**config.mk**
```make
export PLATFORM = sky130hd
export DESIGN_NAME = rds_name_and_text_decoder_flat
export DESIGN_NICKNAME = d
export VERILOG_FILES = /design/src/design/rdsnt_pkg.sv /design/src/design/rdsnt_if.sv /design/src/design/rdsnt_ctrl.sv /design/src/design/rdsnt_dp.sv /design/src/design/rds_name_and_text_decoder.sv /design/src/flat_wrapper.sv
export SDC_FILE = /design/constraint.sdc
export NUM_CORES = 2
export LEC_CHECK = 0
export BUFFER_PORTS_ARGS = -buffer_cell sky130_fd_sc_hd__buf_2
export CORE_MARGIN = 10
export CORE_UTILIZATION = 55
export CTS_CLUSTER_DIAMETER = 40
export DETAILED_ROUTE_END_ITERATION = 6
export PLACE_DENSITY = 0.72
export SYNTH_ARGS = -nofsm -noshare
export SYNTH_HDL_FRONTEND = slang
export SYNTH_SLANG_ARGS = --single-unit
```
**constraint.sdc**
```tcl
create_clock -name clk -period 14.1 [get_ports clk]
set_input_delay 2.115 -clock clk [delete_from_list [all_inputs] [get_ports clk]]
set_output_delay 2.115 -clock clk [all_outputs]
set_load 0.02 [all_outputs]
```
**src/design/rdsnt_pkg.sv**
```systemverilog
// Shared types, constants and helper functions of the RDS name and text decoder.
// Used by the controller, the datapath and the top level.
package rdsnt_pkg;

  localparam int NAME_CHARS = 8;
  localparam int TEXT_CHARS = 64;
  localparam int ROW_CHARS  = 8;
  localparam int TEXT_ROWS  = TEXT_CHARS / ROW_CHARS;
  localparam int ROW_W      = $clog2(TEXT_ROWS);
  localparam int COL_W      = $clog2(ROW_CHARS);
  localparam int POS_W      = $clog2(TEXT_CHARS);
  localparam int LEN_W      = POS_W + 1;
  localparam int NLEN_W     = $clog2(NAME_CHARS) + 1;

  localparam logic [7:0] SPACE_CHAR = 8'h20;
  localparam logic [7:0] PRINT_LO   = 8'd32;
  localparam logic [7:0] PRINT_HI   = 8'd126;

  localparam logic [3:0] GTYPE_NAME = 4'd0;
  localparam logic [3:0] GTYPE_TEXT = 4'd2;

  typedef logic [8*ROW_CHARS-1:0] row_t;

  localparam row_t SPACE_ROW = {ROW_CHARS{SPACE_CHAR}};

  typedef enum logic [1:0] {
    KIND_IGNORED = 2'd0,
    KIND_NAME    = 2'd1,
    KIND_TEXT    = 2'd2
  } kind_t;

  typedef enum logic [2:0] {
    ST_IDLE,
    ST_UPDATE,
    ST_NAME,
    ST_SCAN,
    ST_PUBLISH,
    ST_EMIT_ONE,
    ST_EMIT_TEXT
  } state_t;

  // Controller to datapath commands.
  typedef struct packed {
    logic             load;
    logic             update;
    logic             pub_name;
    logic             scan;
    logic             pub_text;
    logic             emit;
    logic [ROW_W-1:0] row;
    logic             last;
  } cmd_t;

  // Datapath to controller status.
  typedef struct packed {
    logic grp_name;
    logic grp_text;
    logic out_free;
  } stat_t;

  // Map a received byte to itself when printable, to a space otherwise.
  function automatic logic [7:0] sanitize(input logic [7:0] b);
    return (b >= PRINT_LO && b <= PRINT_HI) ? b : SPACE_CHAR;
  endfunction

  // Bit i set when byte i (byte 0 in the top byte) is not a space.
  function automatic logic [ROW_CHARS-1:0] nonspace_mask(input row_t r);
    logic [ROW_CHARS-1:0] m;
    for (int i = 0; i < ROW_CHARS; i++) begin
      m[i] = (r[8*ROW_CHARS-1-8*i -: 8] != SPACE_CHAR);
    end
    return m;
  endfunction

  function automatic logic [COL_W-1:0] first_set(input logic [ROW_CHARS-1:0] m);
    logic [COL_W-1:0] f;
    f = '0;
    for (int i = ROW_CHARS - 1; i >= 0; i--) begin
      if (m[i]) f = COL_W'(i);
    end
    return f;
  endfunction

  function automatic logic [COL_W-1:0] last_set(input logic [ROW_CHARS-1:0] m);
    logic [COL_W-1:0] l;
    l = '0;
    for (int i = 0; i < ROW_CHARS; i++) begin
      if (m[i]) l = COL_W'(i);
    end
    return l;
  endfunction

endpackage

```
**src/design/rdsnt_if.sv**
```systemverilog
// Valid/ready channel interfaces for RDS groups in and decoded results out.
// Depends on nothing but the field widths of the decoder.
interface rdsnt_in_if;
  logic        valid;
  logic        ready;
  logic [15:0] block_a;
  logic [15:0] block_b;
  logic [15:0] block_c;
  logic [15:0] block_d;

  modport source (output valid, output block_a, output block_b, output block_c,
                  output block_d, input ready);
  modport sink (input valid, input block_a, input block_b, input block_c,
                input block_d, output ready);
endinterface

interface rdsnt_out_if;
  logic        valid;
  logic        ready;
  logic [1:0]  kind;
  logic        station_known;
  logic [63:0] station_chars;
  logic [3:0]  station_length;
  logic [2:0]  slice_index;
  logic [63:0] slice_chars;
  logic [5:0]  text_start;
  logic [6:0]  text_length;
  logic        program_changed;
  logic        text_flag_flipped;
  logic        last;

  modport source (output valid, output kind, output station_known,
                  output station_chars, output station_length, output slice_index,
                  output slice_chars, output text_start, output text_length,
                  output program_changed, output text_flag_flipped, output last,
                  input ready);
  modport sink (input valid, input kind, input station_known, input station_chars,
                input station_length, input slice_index, input slice_chars,
                input text_start, input text_length, input program_changed,
                input text_flag_flipped, input last, output ready);
endinterface

```
**src/design/rdsnt_ctrl.sv**
```systemverilog
// Sequencing state machine of the RDS name and text decoder.
// Depends on rdsnt_pkg; drives the datapath through cmd_t, watches stat_t.
module rdsnt_ctrl (
  input  logic           clk,
  input  logic           rst_n,
  input  logic           in_valid,
  output logic           in_ready,
  input  rdsnt_pkg::stat_t st,
  output rdsnt_pkg::cmd_t  cmd
);

  localparam logic [rdsnt_pkg::ROW_W-1:0] ROW_MAX =
    rdsnt_pkg::ROW_W'(rdsnt_pkg::TEXT_ROWS - 1);

  rdsnt_pkg::state_t state_r, state_nxt;
  logic [rdsnt_pkg::ROW_W-1:0] row_r, row_nxt;

  always_ff @(posedge clk) begin
    if (!rst_n) begin
      state_r <= rdsnt_pkg::ST_IDLE;
      row_r   <= '0;
    end else begin
      state_r <= state_nxt;
      row_r   <= row_nxt;
    end
  end

  always_comb begin
    state_nxt = state_r;
    row_nxt   = row_r;
    case (state_r)
      rdsnt_pkg::ST_IDLE: begin
        if (in_valid) state_nxt = rdsnt_pkg::ST_UPDATE;
      end
      rdsnt_pkg::ST_UPDATE: begin
        row_nxt = '0;
        if (st.grp_name)      state_nxt = rdsnt_pkg::ST_NAME;
        else if (st.grp_text) state_nxt = rdsnt_pkg::ST_SCAN;
        else                  state_nxt = rdsnt_pkg::ST_EMIT_ONE;
      end
      rdsnt_pkg::ST_NAME: begin
        state_nxt = rdsnt_pkg::ST_EMIT_ONE;
      end
      rdsnt_pkg::ST_SCAN: begin
        row_nxt = row_r + 1'b1;
        if (row_r == ROW_MAX) state_nxt = rdsnt_pkg::ST_PUBLISH;
      end
      rdsnt_pkg::ST_PUBLISH: begin
        state_nxt = rdsnt_pkg::ST_EMIT_TEXT;
      end
      rdsnt_pkg::ST_EMIT_ONE: begin
        if (st.out_free) state_nxt = rdsnt_pkg::ST_IDLE;
      end
      rdsnt_pkg::ST_EMIT_TEXT: begin
        if (st.out_free) begin
          row_nxt = row_r + 1'b1;
          if (row_r == ROW_MAX) state_nxt = rdsnt_pkg::ST_IDLE;
        end
      end
      default: begin
        state_nxt = rdsnt_pkg::ST_IDLE;
      end
    endcase
  end

  always_comb begin
    cmd          = '0;
    cmd.row      = row_r;
    in_ready     = 1'b0;
    case (state_r)
      rdsnt_pkg::ST_IDLE: begin
        in_ready = 1'b1;
        cmd.load = in_valid;
      end
      rdsnt_pkg::ST_UPDATE:  cmd.update   = 1'b1;
      rdsnt_pkg::ST_NAME:    cmd.pub_name = 1'b1;
      rdsnt_pkg::ST_SCAN:    cmd.scan     = 1'b1;
      rdsnt_pkg::ST_PUBLISH: cmd.pub_text = 1'b1;
      rdsnt_pkg::ST_EMIT_ONE: begin
        cmd.emit = st.out_free;
        cmd.last = 1'b1;
      end
      rdsnt_pkg::ST_EMIT_TEXT: begin
        cmd.emit = st.out_free;
        cmd.last = (row_r == ROW_MAX);
      end
      default: begin
        cmd = '0;
      end
    endcase
  end

  a_one_cmd: assert property (@(posedge clk) disable iff (!rst_n)
    $onehot0({cmd.load, cmd.update, cmd.pub_name, cmd.scan, cmd.pub_text, cmd.emit}))
    else $error("more than one datapath command at once");

  a_text_ends: assert property (@(posedge clk) disable iff (!rst_n)
    (state_r == rdsnt_pkg::ST_EMIT_TEXT && st.out_free && row_r == ROW_MAX)
    |=> state_r == rdsnt_pkg::ST_IDLE)
    else $error("text run did not end after the final slice");

  a_scan_from_zero: assert property (@(posedge clk) disable iff (!rst_n)
    (state_r == rdsnt_pkg::ST_UPDATE && st.grp_text)
    |=> (state_r == rdsnt_pkg::ST_SCAN && row_r == '0))
    else $error("text scan did not start at the first row");

endmodule

```
**src/design/rdsnt_dp.sv**
```systemverilog
// Datapath of the RDS name and text decoder: stores, trim scan and result register.
// Depends on rdsnt_pkg and rdsnt_out_if; commanded by rdsnt_ctrl.
module rdsnt_dp (
  input  logic            clk,
  input  logic            rst_n,
  input  rdsnt_pkg::cmd_t cmd,
  output rdsnt_pkg::stat_t st,
  input  logic [15:0]     block_a,
  input  logic [15:0]     block_b,
  input  logic [15:0]     block_c,
  input  logic [15:0]     block_d,
  rdsnt_out_if.source     out_res
);

  // Captured group.
  logic [15:0] blk_a_r, blk_b_r, blk_c_r, blk_d_r;

  // Decoder state.
  logic [15:0]                       last_code_r;
  logic                              code_seen_r;
  logic                              flag_r;
  logic                              flag_seen_r;
  rdsnt_pkg::row_t                   name_r;
  rdsnt_pkg::row_t                   text_r [rdsnt_pkg::TEXT_ROWS];
  rdsnt_pkg::row_t                   pub_name_r;
  logic [rdsnt_pkg::NLEN_W-1:0]      pub_nlen_r;
  logic                              pub_known_r;
  rdsnt_pkg::row_t                   pub_text_r [rdsnt_pkg::TEXT_ROWS];
  logic [rdsnt_pkg::POS_W-1:0]       pub_start_r;
  logic [rdsnt_pkg::LEN_W-1:0]       pub_len_r;

  // Per-group flags and scan accumulators.
  logic                              pc_r, ff_r;
  logic                              found_r;
  logic [rdsnt_pkg::POS_W-1:0]       scan_start_r;
  logic [rdsnt_pkg::LEN_W-1:0]       scan_end_r;

  // Result register.
  logic                              out_valid_r;
  rdsnt_pkg::kind_t                  o_kind_r;
  logic                              o_known_r;
  rdsnt_pkg::row_t                   o_name_r;
  logic [rdsnt_pkg::NLEN_W-1:0]      o_nlen_r;
  logic [rdsnt_pkg::ROW_W-1:0]       o_slice_r;
  rdsnt_pkg::row_t                   o_chars_r;
  logic [rdsnt_pkg::POS_W-1:0]       o_start_r;
  logic [rdsnt_pkg::LEN_W-1:0]       o_len_r;
  logic                              o_pc_r, o_ff_r, o_last_r;

  logic [3:0]                  gtype;
  logic                        grp_name, grp_text;
  logic                        pc, ff, flag, ver_b;
  logic [3:0]                  seg;
  logic [7:0]                  c_hi, c_lo, d_hi, d_lo;
  logic [rdsnt_pkg::ROW_W-1:0] wrow;
  rdsnt_pkg::row_t             text_base, text_wr, name_base, name_wr;
  rdsnt_pkg::kind_t            kind;

  logic [rdsnt_pkg::ROW_CHARS-1:0] scan_mask, name_mask;
  rdsnt_pkg::row_t                 scan_row;
  logic [rdsnt_pkg::POS_W-1:0]     row_first_pos;
  logic [rdsnt_pkg::LEN_W-1:0]     row_end_pos;

  assign gtype    = blk_b_r[15:12];
  assign grp_name = (gtype == rdsnt_pkg::GTYPE_NAME);
  assign grp_text = (gtype == rdsnt_pkg::GTYPE_TEXT);
  assign kind     = grp_name ? rdsnt_pkg::KIND_NAME :
                    grp_text ? rdsnt_pkg::KIND_TEXT : rdsnt_pkg::KIND_IGNORED;

  // A new program code wipes everything, so the flip test then sees no old flag.
  assign pc    = code_seen_r && (blk_a_r != last_code_r);
  assign flag  = blk_b_r[4];
  assign ver_b = blk_b_r[11];
  assign seg   = blk_b_r[3:0];
  assign ff    = grp_text && flag_seen_r && !pc && (flag != flag_r);

  assign c_hi = rdsnt_pkg::sanitize(blk_c_r[15:8]);
  assign c_lo = rdsnt_pkg::sanitize(blk_c_r[7:0]);
  assign d_hi = rdsnt_pkg::sanitize(blk_d_r[15:8]);
  assign d_lo = rdsnt_pkg::sanitize(blk_d_r[7:0]);

  // Version B puts two characters at seg*2, version A four at seg*4.
  assign wrow = ver_b ? {1'b0, seg[3:2]} : seg[3:1];

  always_comb begin
    text_base = (pc || ff) ? rdsnt_pkg::SPACE_ROW : text_r[wrow];
    text_wr   = text_base;
    for (int i = 0; i < rdsnt_pkg::ROW_CHARS; i++) begin
      if (ver_b) begin
        if (rdsnt_pkg::COL_W'(i) == {seg[1:0], 1'b0}) text_wr[63-8*i -: 8] = d_hi;
        if (rdsnt_pkg::COL_W'(i) == {seg[1:0], 1'b1}) text_wr[63-8*i -: 8] = d_lo;
      end else begin
        if (rdsnt_pkg::COL_W'(i) == {seg[0], 2'b00}) text_wr[63-8*i -: 8] = c_hi;
        if (rdsnt_pkg::COL_W'(i) == {seg[0], 2'b01}) text_wr[63-8*i -: 8] = c_lo;
        if (rdsnt_pkg::COL_W'(i) == {seg[0], 2'b10}) text_wr[63-8*i -: 8] = d_hi;
        if (rdsnt_pkg::COL_W'(i) == {seg[0], 2'b11}) text_wr[63-8*i -: 8] = d_lo;
      end
    end
  end

  always_comb begin
    name_base = pc ? rdsnt_pkg::SPACE_ROW : name_r;
    name_wr   = name_base;
    for (int i = 0; i < rdsnt_pkg::NAME_CHARS; i++) begin
      if (rdsnt_pkg::COL_W'(i) == {blk_b_r[1:0], 1'b0}) name_wr[63-8*i -: 8] = d_hi;
      if (rdsnt_pkg::COL_W'(i) == {blk_b_r[1:0], 1'b1}) name_wr[63-8*i -: 8] = d_lo;
    end
  end

  assign scan_row      = text_r[cmd.row];
  assign scan_mask     = rdsnt_pkg::nonspace_mask(scan_row);
  assign row_first_pos = {cmd.row, rdsnt_pkg::first_set(scan_mask)};
  assign row_end_pos   = rdsnt_pkg::LEN_W'({cmd.row, rdsnt_pkg::last_set(scan_mask)}) + 1'b1;
  assign name_mask     = rdsnt_pkg::nonspace_mask(name_r);

  assign st.grp_name = grp_name;
  assign st.grp_text = grp_text;
  assign st.out_free = !out_valid_r || out_res.ready;

  always_ff @(posedge clk) begin
    if (cmd.load) begin
      blk_a_r <= block_a;
      blk_b_r <= block_b;
      blk_c_r <= block_c;
      blk_d_r <= block_d;
    end
  end

  always_ff @(posedge clk) begin
    if (!rst_n) begin
      last_code_r  <= '0;
      code_seen_r  <= 1'b0;
      flag_r       <= 1'b0;
      flag_seen_r  <= 1'b0;
      name_r       <= rdsnt_pkg::SPACE_ROW;
      pub_name_r   <= rdsnt_pkg::SPACE_ROW;
      pub_nlen_r   <= '0;
      pub_known_r  <= 1'b0;
      pub_start_r  <= '0;
      pub_len_r    <= '0;
      pc_r         <= 1'b0;
      ff_r         <= 1'b0;
      found_r      <= 1'b0;
      scan_start_r <= '0;
      scan_end_r   <= '0;
      for (int k = 0; k < rdsnt_pkg::TEXT_ROWS; k++) begin
        text_r[k]     <= rdsnt_pkg::SPACE_ROW;
        pub_text_r[k] <= rdsnt_pkg::SPACE_ROW;
      end
    end else begin
      if (cmd.update) begin
        pc_r        <= pc;
        ff_r        <= ff;
        found_r     <= 1'b0;
        code_seen_r <= 1'b1;
        last_code_r <= blk_a_r;
        // Drop everything published on a program change.
        if (pc) begin
          pub_name_r  <= rdsnt_pkg::SPACE_ROW;
          pub_nlen_r  <= '0;
          pub_known_r <= 1'b0;
          pub_start_r <= '0;
          pub_len_r   <= '0;
          for (int k = 0; k < rdsnt_pkg::TEXT_ROWS; k++) begin
            pub_text_r[k] <= rdsnt_pkg::SPACE_ROW;
          end
        end
        // A text group records its flag; a program change alone forgets it.
        if (grp_text) begin
          flag_r      <= flag;
          flag_seen_r <= 1'b1;
        end else if (pc) begin
          flag_r      <= 1'b0;
          flag_seen_r <= 1'b0;
        end
        // Write the addressed row; blank the other rows on a clear.
        for (int k = 0; k < rdsnt_pkg::TEXT_ROWS; k++) begin
          if (grp_text && (wrow == rdsnt_pkg::ROW_W'(k))) begin
            text_r[k] <= text_wr;
          end else if (pc || ff) begin
            text_r[k] <= rdsnt_pkg::SPACE_ROW;
          end
        end
        name_r <= grp_name ? name_wr : name_base;
      end

      if (cmd.pub_name && (name_mask != '0)) begin
        pub_name_r  <= name_r;
        pub_nlen_r  <= rdsnt_pkg::NLEN_W'(rdsnt_pkg::last_set(name_mask)) + 1'b1;
        pub_known_r <= 1'b1;
      end

      if (cmd.scan && (scan_mask != '0)) begin
        found_r    <= 1'b1;
        scan_end_r <= row_end_pos;
        if (!found_r) scan_start_r <= row_first_pos;
      end

      if (cmd.pub_text && found_r) begin
        pub_start_r <= scan_start_r;
        pub_len_r   <= scan_end_r - rdsnt_pkg::LEN_W'(scan_start_r);
        for (int k = 0; k < rdsnt_pkg::TEXT_ROWS; k++) begin
          pub_text_r[k] <= text_r[k];
        end
      end
    end
  end

  always_ff @(posedge clk) begin
    if (!rst_n) begin
      out_valid_r <= 1'b0;
    end else if (cmd.emit) begin
      out_valid_r <= 1'b1;
    end else if (out_res.ready) begin
      out_valid_r <= 1'b0;
    end
  end

  always_ff @(posedge clk) begin
    if (cmd.emit) begin
      o_kind_r  <= kind;
      o_known_r <= pub_known_r;
      o_name_r  <= pub_name_r;
      o_nlen_r  <= pub_nlen_r;
      o_slice_r <= grp_text ? cmd.row : '0;
      o_chars_r <= grp_text ? pub_text_r[cmd.row] : '0;
      o_start_r <= pub_start_r;
      o_len_r   <= pub_len_r;
      o_pc_r    <= pc_r;
      o_ff_r    <= ff_r;
      o_last_r  <= cmd.last;
    end
  end

  assign out_res.valid             = out_valid_r;
  assign out_res.kind              = o_kind_r;
  assign out_res.station_known     = o_known_r;
  assign out_res.station_chars     = o_name_r;
  assign out_res.station_length    = o_nlen_r;
  assign out_res.slice_index       = o_slice_r;
  assign out_res.slice_chars       = o_chars_r;
  assign out_res.text_start        = o_start_r;
  assign out_res.text_length       = o_len_r;
  assign out_res.program_changed   = o_pc_r;
  assign out_res.text_flag_flipped = o_ff_r;
  assign out_res.last              = o_last_r;

  a_text_fits: assert property (@(posedge clk) disable iff (!rst_n)
    (rdsnt_pkg::LEN_W'(pub_start_r) + pub_len_r) <= rdsnt_pkg::LEN_W'(rdsnt_pkg::TEXT_CHARS))
    else $error("published text runs past the store");

  a_name_known: assert property (@(posedge clk) disable iff (!rst_n)
    (pub_nlen_r != '0) == pub_known_r)
    else $error("published name length disagrees with known flag");

  a_scan_order: assert property (@(posedge clk) disable iff (!rst_n)
    found_r |-> (scan_end_r > rdsnt_pkg::LEN_W'(scan_start_r)))
    else $error("text scan end not past its start");

endmodule

```
**src/design/rds_name_and_text_decoder.sv**
```systemverilog
// Top level of the RDS program-service name and radiotext decoder.
// Depends on rdsnt_pkg, rdsnt_if, rdsnt_ctrl and rdsnt_dp.
//
// Usage:
//   in_grp carries one RDS group per beat (blocks A..D). out_res carries the
//   decoded results. Group type 0 yields one name beat, group type 2 yields a
//   run of eight text-slice beats (slice 0..7, last on slice 7), any other
//   group yields one beat of kind "ignored".
//   Throughput: one group at a time. A name group goes through update,
//   publish and emit until its result sits in the output register, an
//   ignored group through update and emit; the controller is then idle and
//   accepts the next group. A text group goes through update, a trim scan of
//   the text store (one 8-character row per cycle), publish and one emit per
//   slice; its first slice is registered by the first emit after publish.
//   in_grp.ready is high only while the controller is idle.
//   Reset (rst_n low, synchronous) clears the program code, the A/B flag and
//   fills both stores and the published copies with spaces.
//   When the receiver stalls, the result register holds its beat and the
//   sequencer waits in its emit state; a finished final beat may still wait
//   while the next group is accepted and processed.
module rds_name_and_text_decoder (
  input  logic       clk,
  input  logic       rst_n,
  rdsnt_in_if.sink   in_grp,
  rdsnt_out_if.source out_res
);

  rdsnt_pkg::cmd_t  cmd;
  rdsnt_pkg::stat_t st;

  // Sequencer: owns the state and the row counter.
  rdsnt_ctrl u_ctrl (
    .clk      (clk),
    .rst_n    (rst_n),
    .in_valid (in_grp.valid),
    .in_ready (in_grp.ready),
    .st       (st),
    .cmd      (cmd)
  );

  // Stores, trim scan, publish copies and the result register.
  rdsnt_dp u_dp (
    .clk     (clk),
    .rst_n   (rst_n),
    .cmd     (cmd),
    .st      (st),
    .block_a (in_grp.block_a),
    .block_b (in_grp.block_b),
    .block_c (in_grp.block_c),
    .block_d (in_grp.block_d),
    .out_res (out_res)
  );

endmodule
```
**src/flat_wrapper.sv**
```systemverilog
// flat-port wrapper written by rule: the top's interface ports become plain ports
module rds_name_and_text_decoder_flat 
  (clk, rst_n, in_grp_valid, in_grp_block_a, in_grp_block_b, in_grp_block_c, in_grp_block_d, in_grp_ready, out_res_valid, out_res_kind, out_res_station_known, out_res_station_chars, out_res_station_length, out_res_slice_index, out_res_slice_chars, out_res_text_start, out_res_text_length, out_res_program_changed, out_res_text_flag_flipped, out_res_last, out_res_ready);
  rdsnt_in_if in_grp_i ();
  rdsnt_out_if out_res_i ();
  input  logic clk;
  input  logic rst_n;
  input wire logic [$bits(in_grp_i.valid)-1:0] in_grp_valid;
  input wire logic [$bits(in_grp_i.block_a)-1:0] in_grp_block_a;
  input wire logic [$bits(in_grp_i.block_b)-1:0] in_grp_block_b;
  input wire logic [$bits(in_grp_i.block_c)-1:0] in_grp_block_c;
  input wire logic [$bits(in_grp_i.block_d)-1:0] in_grp_block_d;
  output wire logic [$bits(in_grp_i.ready)-1:0] in_grp_ready;
  output wire logic [$bits(out_res_i.valid)-1:0] out_res_valid;
  output wire logic [$bits(out_res_i.kind)-1:0] out_res_kind;
  output wire logic [$bits(out_res_i.station_known)-1:0] out_res_station_known;
  output wire logic [$bits(out_res_i.station_chars)-1:0] out_res_station_chars;
  output wire logic [$bits(out_res_i.station_length)-1:0] out_res_station_length;
  output wire logic [$bits(out_res_i.slice_index)-1:0] out_res_slice_index;
  output wire logic [$bits(out_res_i.slice_chars)-1:0] out_res_slice_chars;
  output wire logic [$bits(out_res_i.text_start)-1:0] out_res_text_start;
  output wire logic [$bits(out_res_i.text_length)-1:0] out_res_text_length;
  output wire logic [$bits(out_res_i.program_changed)-1:0] out_res_program_changed;
  output wire logic [$bits(out_res_i.text_flag_flipped)-1:0] out_res_text_flag_flipped;
  output wire logic [$bits(out_res_i.last)-1:0] out_res_last;
  input wire logic [$bits(out_res_i.ready)-1:0] out_res_ready;
  assign in_grp_i.valid = in_grp_valid;
  assign in_grp_i.block_a = in_grp_block_a;
  assign in_grp_i.block_b = in_grp_block_b;
  assign in_grp_i.block_c = in_grp_block_c;
  assign in_grp_i.block_d = in_grp_block_d;
  assign in_grp_ready = in_grp_i.ready;
  assign out_res_valid = out_res_i.valid;
  assign out_res_kind = out_res_i.kind;
  assign out_res_station_known = out_res_i.station_known;
  assign out_res_station_chars = out_res_i.station_chars;
  assign out_res_station_length = out_res_i.station_length;
  assign out_res_slice_index = out_res_i.slice_index;
  assign out_res_slice_chars = out_res_i.slice_chars;
  assign out_res_text_start = out_res_i.text_start;
  assign out_res_text_length = out_res_i.text_length;
  assign out_res_program_changed = out_res_i.program_changed;
  assign out_res_text_flag_flipped = out_res_i.text_flag_flipped;
  assign out_res_last = out_res_i.last;
  assign out_res_i.ready = out_res_ready;
  rds_name_and_text_decoder u_core (.clk(clk), .rst_n(rst_n), .in_grp(in_grp_i), .out_res(out_res_i));
endmodule
```
After elaboration in Yosys (flattened, before gate mapping)
Memories as Yosys holds them, arrays and structs flattened. A register that Yosys moved wholly into a read port is not among the register bits.
Index checks and enable logic that the tools add are counted.
W data, S select, Z words.
{ "word_totals": {"regBits": 342, "latchBits": 0, "ramBits": 1024, "mem_bits_ro": 0, "input_bits": 68, "out_inout_bits": 156, "wordCells": 376, "mem_count": 2} }
{ "mem_list": {"columns": ["memory", "words", "word_bits", "rd", "rd_ports_with_merged_regs", "write_ports", "line_no", "source"], "rows": [
  ["u_core.u_dp.pub_text_r", 8, 64, 1, 1, 8, "rdsnt_dp.sv:28", "rdsnt_pkg::row_t pub_text_r [rdsnt_pkg::TEXT_ROWS];"],
  ["u_core.u_dp.text_r", 8, 64, 10, 0, 8, "rdsnt_dp.sv:24", "rdsnt_pkg::row_t text_r [rdsnt_pkg::TEXT_ROWS];"]
]} }
{ "op_classes": {"add_sub_neg": 4, "n_mul": 0, "div": 0, "magnitude_cmp": 8, "n_eq_ne": 41, "shift": 0, "mux": 210, "n_bitwise": 33, "n_reduce_logical": 46} }
{ "op_table": {"columns": ["op", "count"], "rows": [
  ["$mux W64", 38],
  ["$mux W8", 36],
  ["$ne A8 B6 Y1 const B", 16],
  ["$mux W1", 91],
  ["$mux W3", 30],
  ["$ge A8 B6 Y1 const B", 4],
  ["$le A8 B7 Y1 const B", 4],
  ["$or A1 B1 Y1", 32],
  ["$eq A3 B3 Y1 const B", 8],
  ["$mux W7", 3],
  ["$pmux W3 S7", 1],
  ["$logic_and A1 B1 Y1", 19],
  ["$mux W6", 3],
  ["$ne A16 B16 Y1", 1],
  ["$reduce_bool A8 Y1", 2],
  ["$reduce_bool A2 Y1", 7],
  ["$eq A3 B2 Y1 const B", 4],
  ["$mux W4", 3],
  ["$reduce_and A2 Y1", 5],
  ["$pmux W3 S3", 1],
  ["$add A6 B1 Y7 const B", 1],
  ["$reduce_or A7 Y1", 1],
  ["$sub A7 B6 Y7", 1],
  ["$eq A3 B1 Y1 const B", 2],
  ["other kinds (19)", 29]
]} }

Logic depth before layout (Yosys ltp)
An unclocked memory read counts as a cell.
{ "logic_depth": {"ltp_word": 13, "mapped_depth": 14, "ltp_nobuf": 11} }

Modules after synthesis
From an unflattened synthesis, not the netlist that was laid out.
{ "hier_totals": {"cells_unflattened": 4984, "area_unflattened_um2": 62488.7} }
{ "modules_own_cells": {"columns": ["module", "instances", "cells_each", "area_per_inst_um2", "seq_area_each_um2"], "rows": [
  ["rdsnt_dp", 1, 4916, 61943.2, 40118.5],
  ["rdsnt_ctrl", 1, 68, 545.5, 120.1]
]} }

Worst setup path after synthesis
OpenSTA, ideal clock, no wires.
{ "synth_timing": {"kind": "input to register", "start": "in out_res_ready", "end": "reg u_core.u_dp.o_kind_r[0], in the netlist u_core.u_dp.out_res.kind[0], enable pin", "setup_time_ns": 0.670, "arrival_ns": 8.566, "path_slack_ns": 4.864, "path_stages": 2, "n_path_buf": 0, "cell_sequence": "nor2b_1 nor2_1"} }
{ "synth_lines": {"columns": ["element", "line_no", "source"], "rows": [
  ["start, declared", "flat_wrapper.sv:26", "input wire logic [$bits(out_res_i.ready)-1:0] out_res_ready;"],
  ["end signal, assigned", "rdsnt_dp.sv:221", "o_kind_r <= kind;"],
  ["end, declared", "rdsnt_dp.sv:40", "rdsnt_pkg::kind_t o_kind_r;"]
]} }

Worst setup path after layout
{ "layout_timing": {"start": "reg u_core.u_ctrl.state_r[2]", "end": "reg u_core.u_dp.o_chars_r[52], in the netlist u_core.u_dp.out_res.slice_chars[52], read port of u_core.u_dp.pub_text_r, data pin"} }
{ "layout_between": {"elab_chain_cells": 3, "word_cells_on_any_way": 11} }
{ "layout_lines": {"columns": ["element", "line_no", "source"], "rows": [
  ["start, declared", "rdsnt_ctrl.sv:15", "rdsnt_pkg::state_t state_r, state_nxt;"],
  ["start signal, assigned", "rdsnt_ctrl.sv:20", "state_r <= rdsnt_pkg::ST_IDLE;"],
  ["start signal, assigned", "rdsnt_ctrl.sv:23", "state_r <= state_nxt;"],
  ["$eq A3 B3 Y1 (tied with other cells)", "rdsnt_ctrl.sv:70", "case (state_r)"],
  ["$reduce_or A7 Y1 (no source line) / $reduce_or A2 Y1 (equally long branches)", null, null],
  ["$mux W3 / $mux W1 (equally long branches)", "rdsnt_ctrl.sv:70", null],
  ["end, declared", "rdsnt_dp.sv:45", "rdsnt_pkg::row_t o_chars_r;"]
]} }
Parallel ways exist; a longest one is shown, timed or not.
A chain may end at the register's enable or synchronous reset.

==> qor.csv <==
metric,value,unit
clock-sinks,1424,
setup.worst_path.start,u_core.u_ctrl.state_r[2]$_SDFFE_PN0P_,
cts_hold_buf,0,
grt_pass1_wl,307000,um
die_area,129000,um^2
cts_root_buffer,clkbuf_16,
fin_crit_sh,38.5,%
min_period,5.43,ns
path_max_fanout,75,
critical_path_class,reg -> reg,
synth_seq_cells,1424,
grt_pass1_vias,47400,
finalSetupViolCount,0,
cpMostUsedCell,buf_4,
max_freq,184,MHz
crit_family,buffers and inverters,
drt_pass1_iterations,7,
whs,0.427,ns
worst_hold_path.num_cells,0,
relSlewSlack,-3.75,%
vias_per_cell,6.54,
power_density,181,nW/um^2
synth_ff_type,edfxtp_1,
antenna_found_initial,14,
drv_cap,1,
crit_buf_inv,3,
h-tree-depth,4,
outcome,"finished, violations left",
arrival,5.93,ns
cts_setup_buffers,0,
leakagePower,25.2,nW
max_stage_delay,0.90,ns
syn-cell-area,63000,um^2
place.gp.congestion,0.950,
core,114000,um^2
grt_max_degree,276,
die_y,358,um
async_reset_ff_share,0,%
drc,2,
final_hold_viol_count,0,
gr-total-overflow,0,
rsz0062_at_grt,false,
worstSkewPairLatency,0.79,ns
cp_data_required_time,14.61,ns
wl,213000,um
clockBufferDepth,3,
ant_nets,0,
r2r_end,u_core.u_dp.out_res.slice_chars[52]$_SDFFCE_PN0P_,
dpl.hpwl,125000,um
nFillCells,8771,
grtUsageTotal,32.2,%
finalSetupTns,0,ns
initial_core_util,55.3,%
syn2layout_area_growth,13.4,%
reg2reg_slack,8.67,ns
cts_buffers,173,
cts.reportedPaths.clkPinSlew,0.06,ns
portBuffers,217,
drive_gt1_share,12.9,%
cp_slowest_cell,buf_4,
cts_tree,yes,
cts_resized,0,
cp-end-kind,flip-flop,
r2r_start,u_core.u_ctrl.state_r[2]$_SDFFE_PN0P_,
worst-slew-pin-transition,1.52,ns
start_kind,flip-flop,
synth_warnings,0,
crit_chain,nand3_1 -> nand2_4 -> buf_4 -> buf_4 -> buf_4 -> o22ai_1 -> nand2_1 -> nand3_1 -> a21oi_1,
layout.nets,5941,
violations,"DRC, capacitance limit, slew limit",
drt_iter0_markers,7853,
hp-class,reg -> reg,
avgSynthCellArea,10.9,um^2
synthCells,5801,
reg2regPathDepth,9,
synth.distinct_cells,76,
ioPinCount,224,
ir_drop,0.136,mV
clock_skew,0.0224,ns
fp.dieW,358,um
hp-start,u_core.u_dp.pub_name_r[31]$_SDFFE_PN0P_,
wl_per_cell,28.2,um
worstHoldEndpoint,u_core.u_dp.out_res.station_chars[31]$_DFFE_PP_,
num_rows,124,
synth_edf_count,1172,
final_max_slew_viol_count,3,
seq_area_frac_synth,63.9,%
vias,49300,
synth_nets,5880,
[metrics by stage]
| step | total power [mW] | std cells | util [%] | setup slack, ns | cell area (um^2) |
|---|---|---|---|---|---|
| floorplan | 7.14 | 5801 | - | 4.86 | 63000 |
| detailed placement | 8.22 | 7199 | 57.3 | 8.21 | 65400 |
| CTS | 12.8 | 7525 | 62.7 | 8.79 | 71400 |
| global route | 13.3 | 7525 | 62.7 | 8.46 | 71400 |
| finish | 12.9 | 7530 | 62.7 | 8.67 | 71500 |
| global placement | 8.15 | 7199 | 57.3 | 8.22 | 65400 |
[metal layers]
layer	global-route usage (%)	part of all wire [%]	up-vias
met5	0	0.099	-
met4	19.4	6.9	26
met3	9.53	14	982
met2	50.8	46	3831
met1	39.0	33	23400
li1	-	-	21000
[synth_stat cells, types with 4 or more instances]
cell	instances	area share [%]
a31oi_1	101	1.0
o22ai_1	164	1.6
xnor2_1	22	0.31
nand2b_1	63	0.63
ha_1	10	0.20
nor4_1	100	0.99
o21ai_0	65	0.52
a21o_1	15	0.18
nor3_1	37	0.29
o21ai_1	34	0.27
o21a_1	5	0.060
a311oi_1	64	0.89
or3_1	15	0.15
inv_1	15	0.089
o211a_1	4	0.064
and2_1	629	6.2
buf_1	31	0.18
nand4_1	33	0.33
edfxtp_1	1172	56
buf_2	58	0.46
nand3_1	480	3.8
clkbuf_1	339	2.0
mux4_2	4	0.14
nor2_1	434	2.6
xor2_1	4	0.056
and3_1	66	0.66
a22o_1	5	0.069
mux2i_1	8	0.13
o31ai_1	7	0.083
and4b_1	6	0.095
nand3_2	6	0.095
a211oi_1	7	0.083
inv_2	4	0.024
o211ai_1	30	0.36
or2_2	56	0.56
nand2_1	1069	6.4
dfxtp_1	252	8.0
a22oi_1	58	0.69
nor4b_1	62	0.86
nor2b_1	7	0.069
a221oi_2	22	0.52
nor3b_1	5	0.060
a21oi_1	182	1.4
[cells in the final DEF, fill, tap and decap left out, types with 100 or more instances in the layout]
| cell | instances |
|---|---|
| edfxtp_1 | 1172 |
| nand2_1 | 1057 |
| and2_1 | 628 |
| nand3_1 | 480 |
| nor2_1 | 424 |
| dfxtp_1 | 251 |
| buf_2 | 217 |
| a21oi_1 | 181 |
| clkbuf_16 | 178 |
| o22ai_1 | 164 |
| nor4_1 | 100 |
| a31oi_1 | 100 |
[where the power goes]
group / switching (mW) / total, mW / internal [mW]
registers: 0.325 / 5.45 / 5.13
clock network: 1.84 / 4.66 / 2.81
logic: 2.11 / 2.81 / 0.691
[flip-flops by register name (all words and copies together) (netlist names), 64 cells and up]
signal	count
u_core.u_dp.out_res.station_chars	64
u_core.u_dp.pub_text_r	512
u_core.u_dp.out_res.slice_chars	64
u_core.u_dp.pub_name_r	64
u_core.u_dp.name_r	64
u_core.u_dp.text_r	512
[how the worst max path moves through the flow]
stage                                                                   end  slack, ns  cells past startpoint
after floorplan                   u_core.u_dp.out_res.kind[0]$_SDFFCE_PP1P_       4.86                      2
after global routing      u_core.u_dp.out_res.slice_chars[51]$_SDFFCE_PN0P_       8.46                      9
after detailed placement        u_core.u_dp.pub_text_r[1][19]$_SDFFCE_PN0P_       8.21                      7
final                     u_core.u_dp.out_res.slice_chars[52]$_SDFFCE_PN0P_       8.67                      9
after global placement          u_core.u_dp.pub_text_r[1][19]$_SDFFCE_PN0P_       8.22                      7
after CTS                 u_core.u_dp.out_res.slice_chars[51]$_SDFFCE_PN0P_       8.79                      9
[cell type report]
cell class | count | area (um^2) | share of cell area [%]
diodes | 5 | 12.5 | 0.0175
repair buffers | 317 | 1860 | 2.61
inverters | 19 | 91.3 | 0.128
clock buffers | 202 | 4600 | 6.44
clock inverters | 124 | 1470 | 2.05
well taps | 1512 | 1890 | 2.65
multi-input cells | 3927 | 21300 | 29.8
flip-flops and latches | 1424 | 40200 | 56.3
[cell families after synthesis]
| group | Yosys count | share of synthesized area [%] |
|---|---|---|
| AOI/OAI and AO/OA | 793 | 8.39 |
| xor gates and xnor gates | 26 | 0.361 |
| adders and majority gates | 11 | 0.230 |
| buffers and inverters | 450 | 2.83 |
| DFF | 1424 | 63.9 |
| muxes | 16 | 0.348 |
| and+or+nand+nor | 3081 | 24.0 |
(Power assumes the default switching activity.)
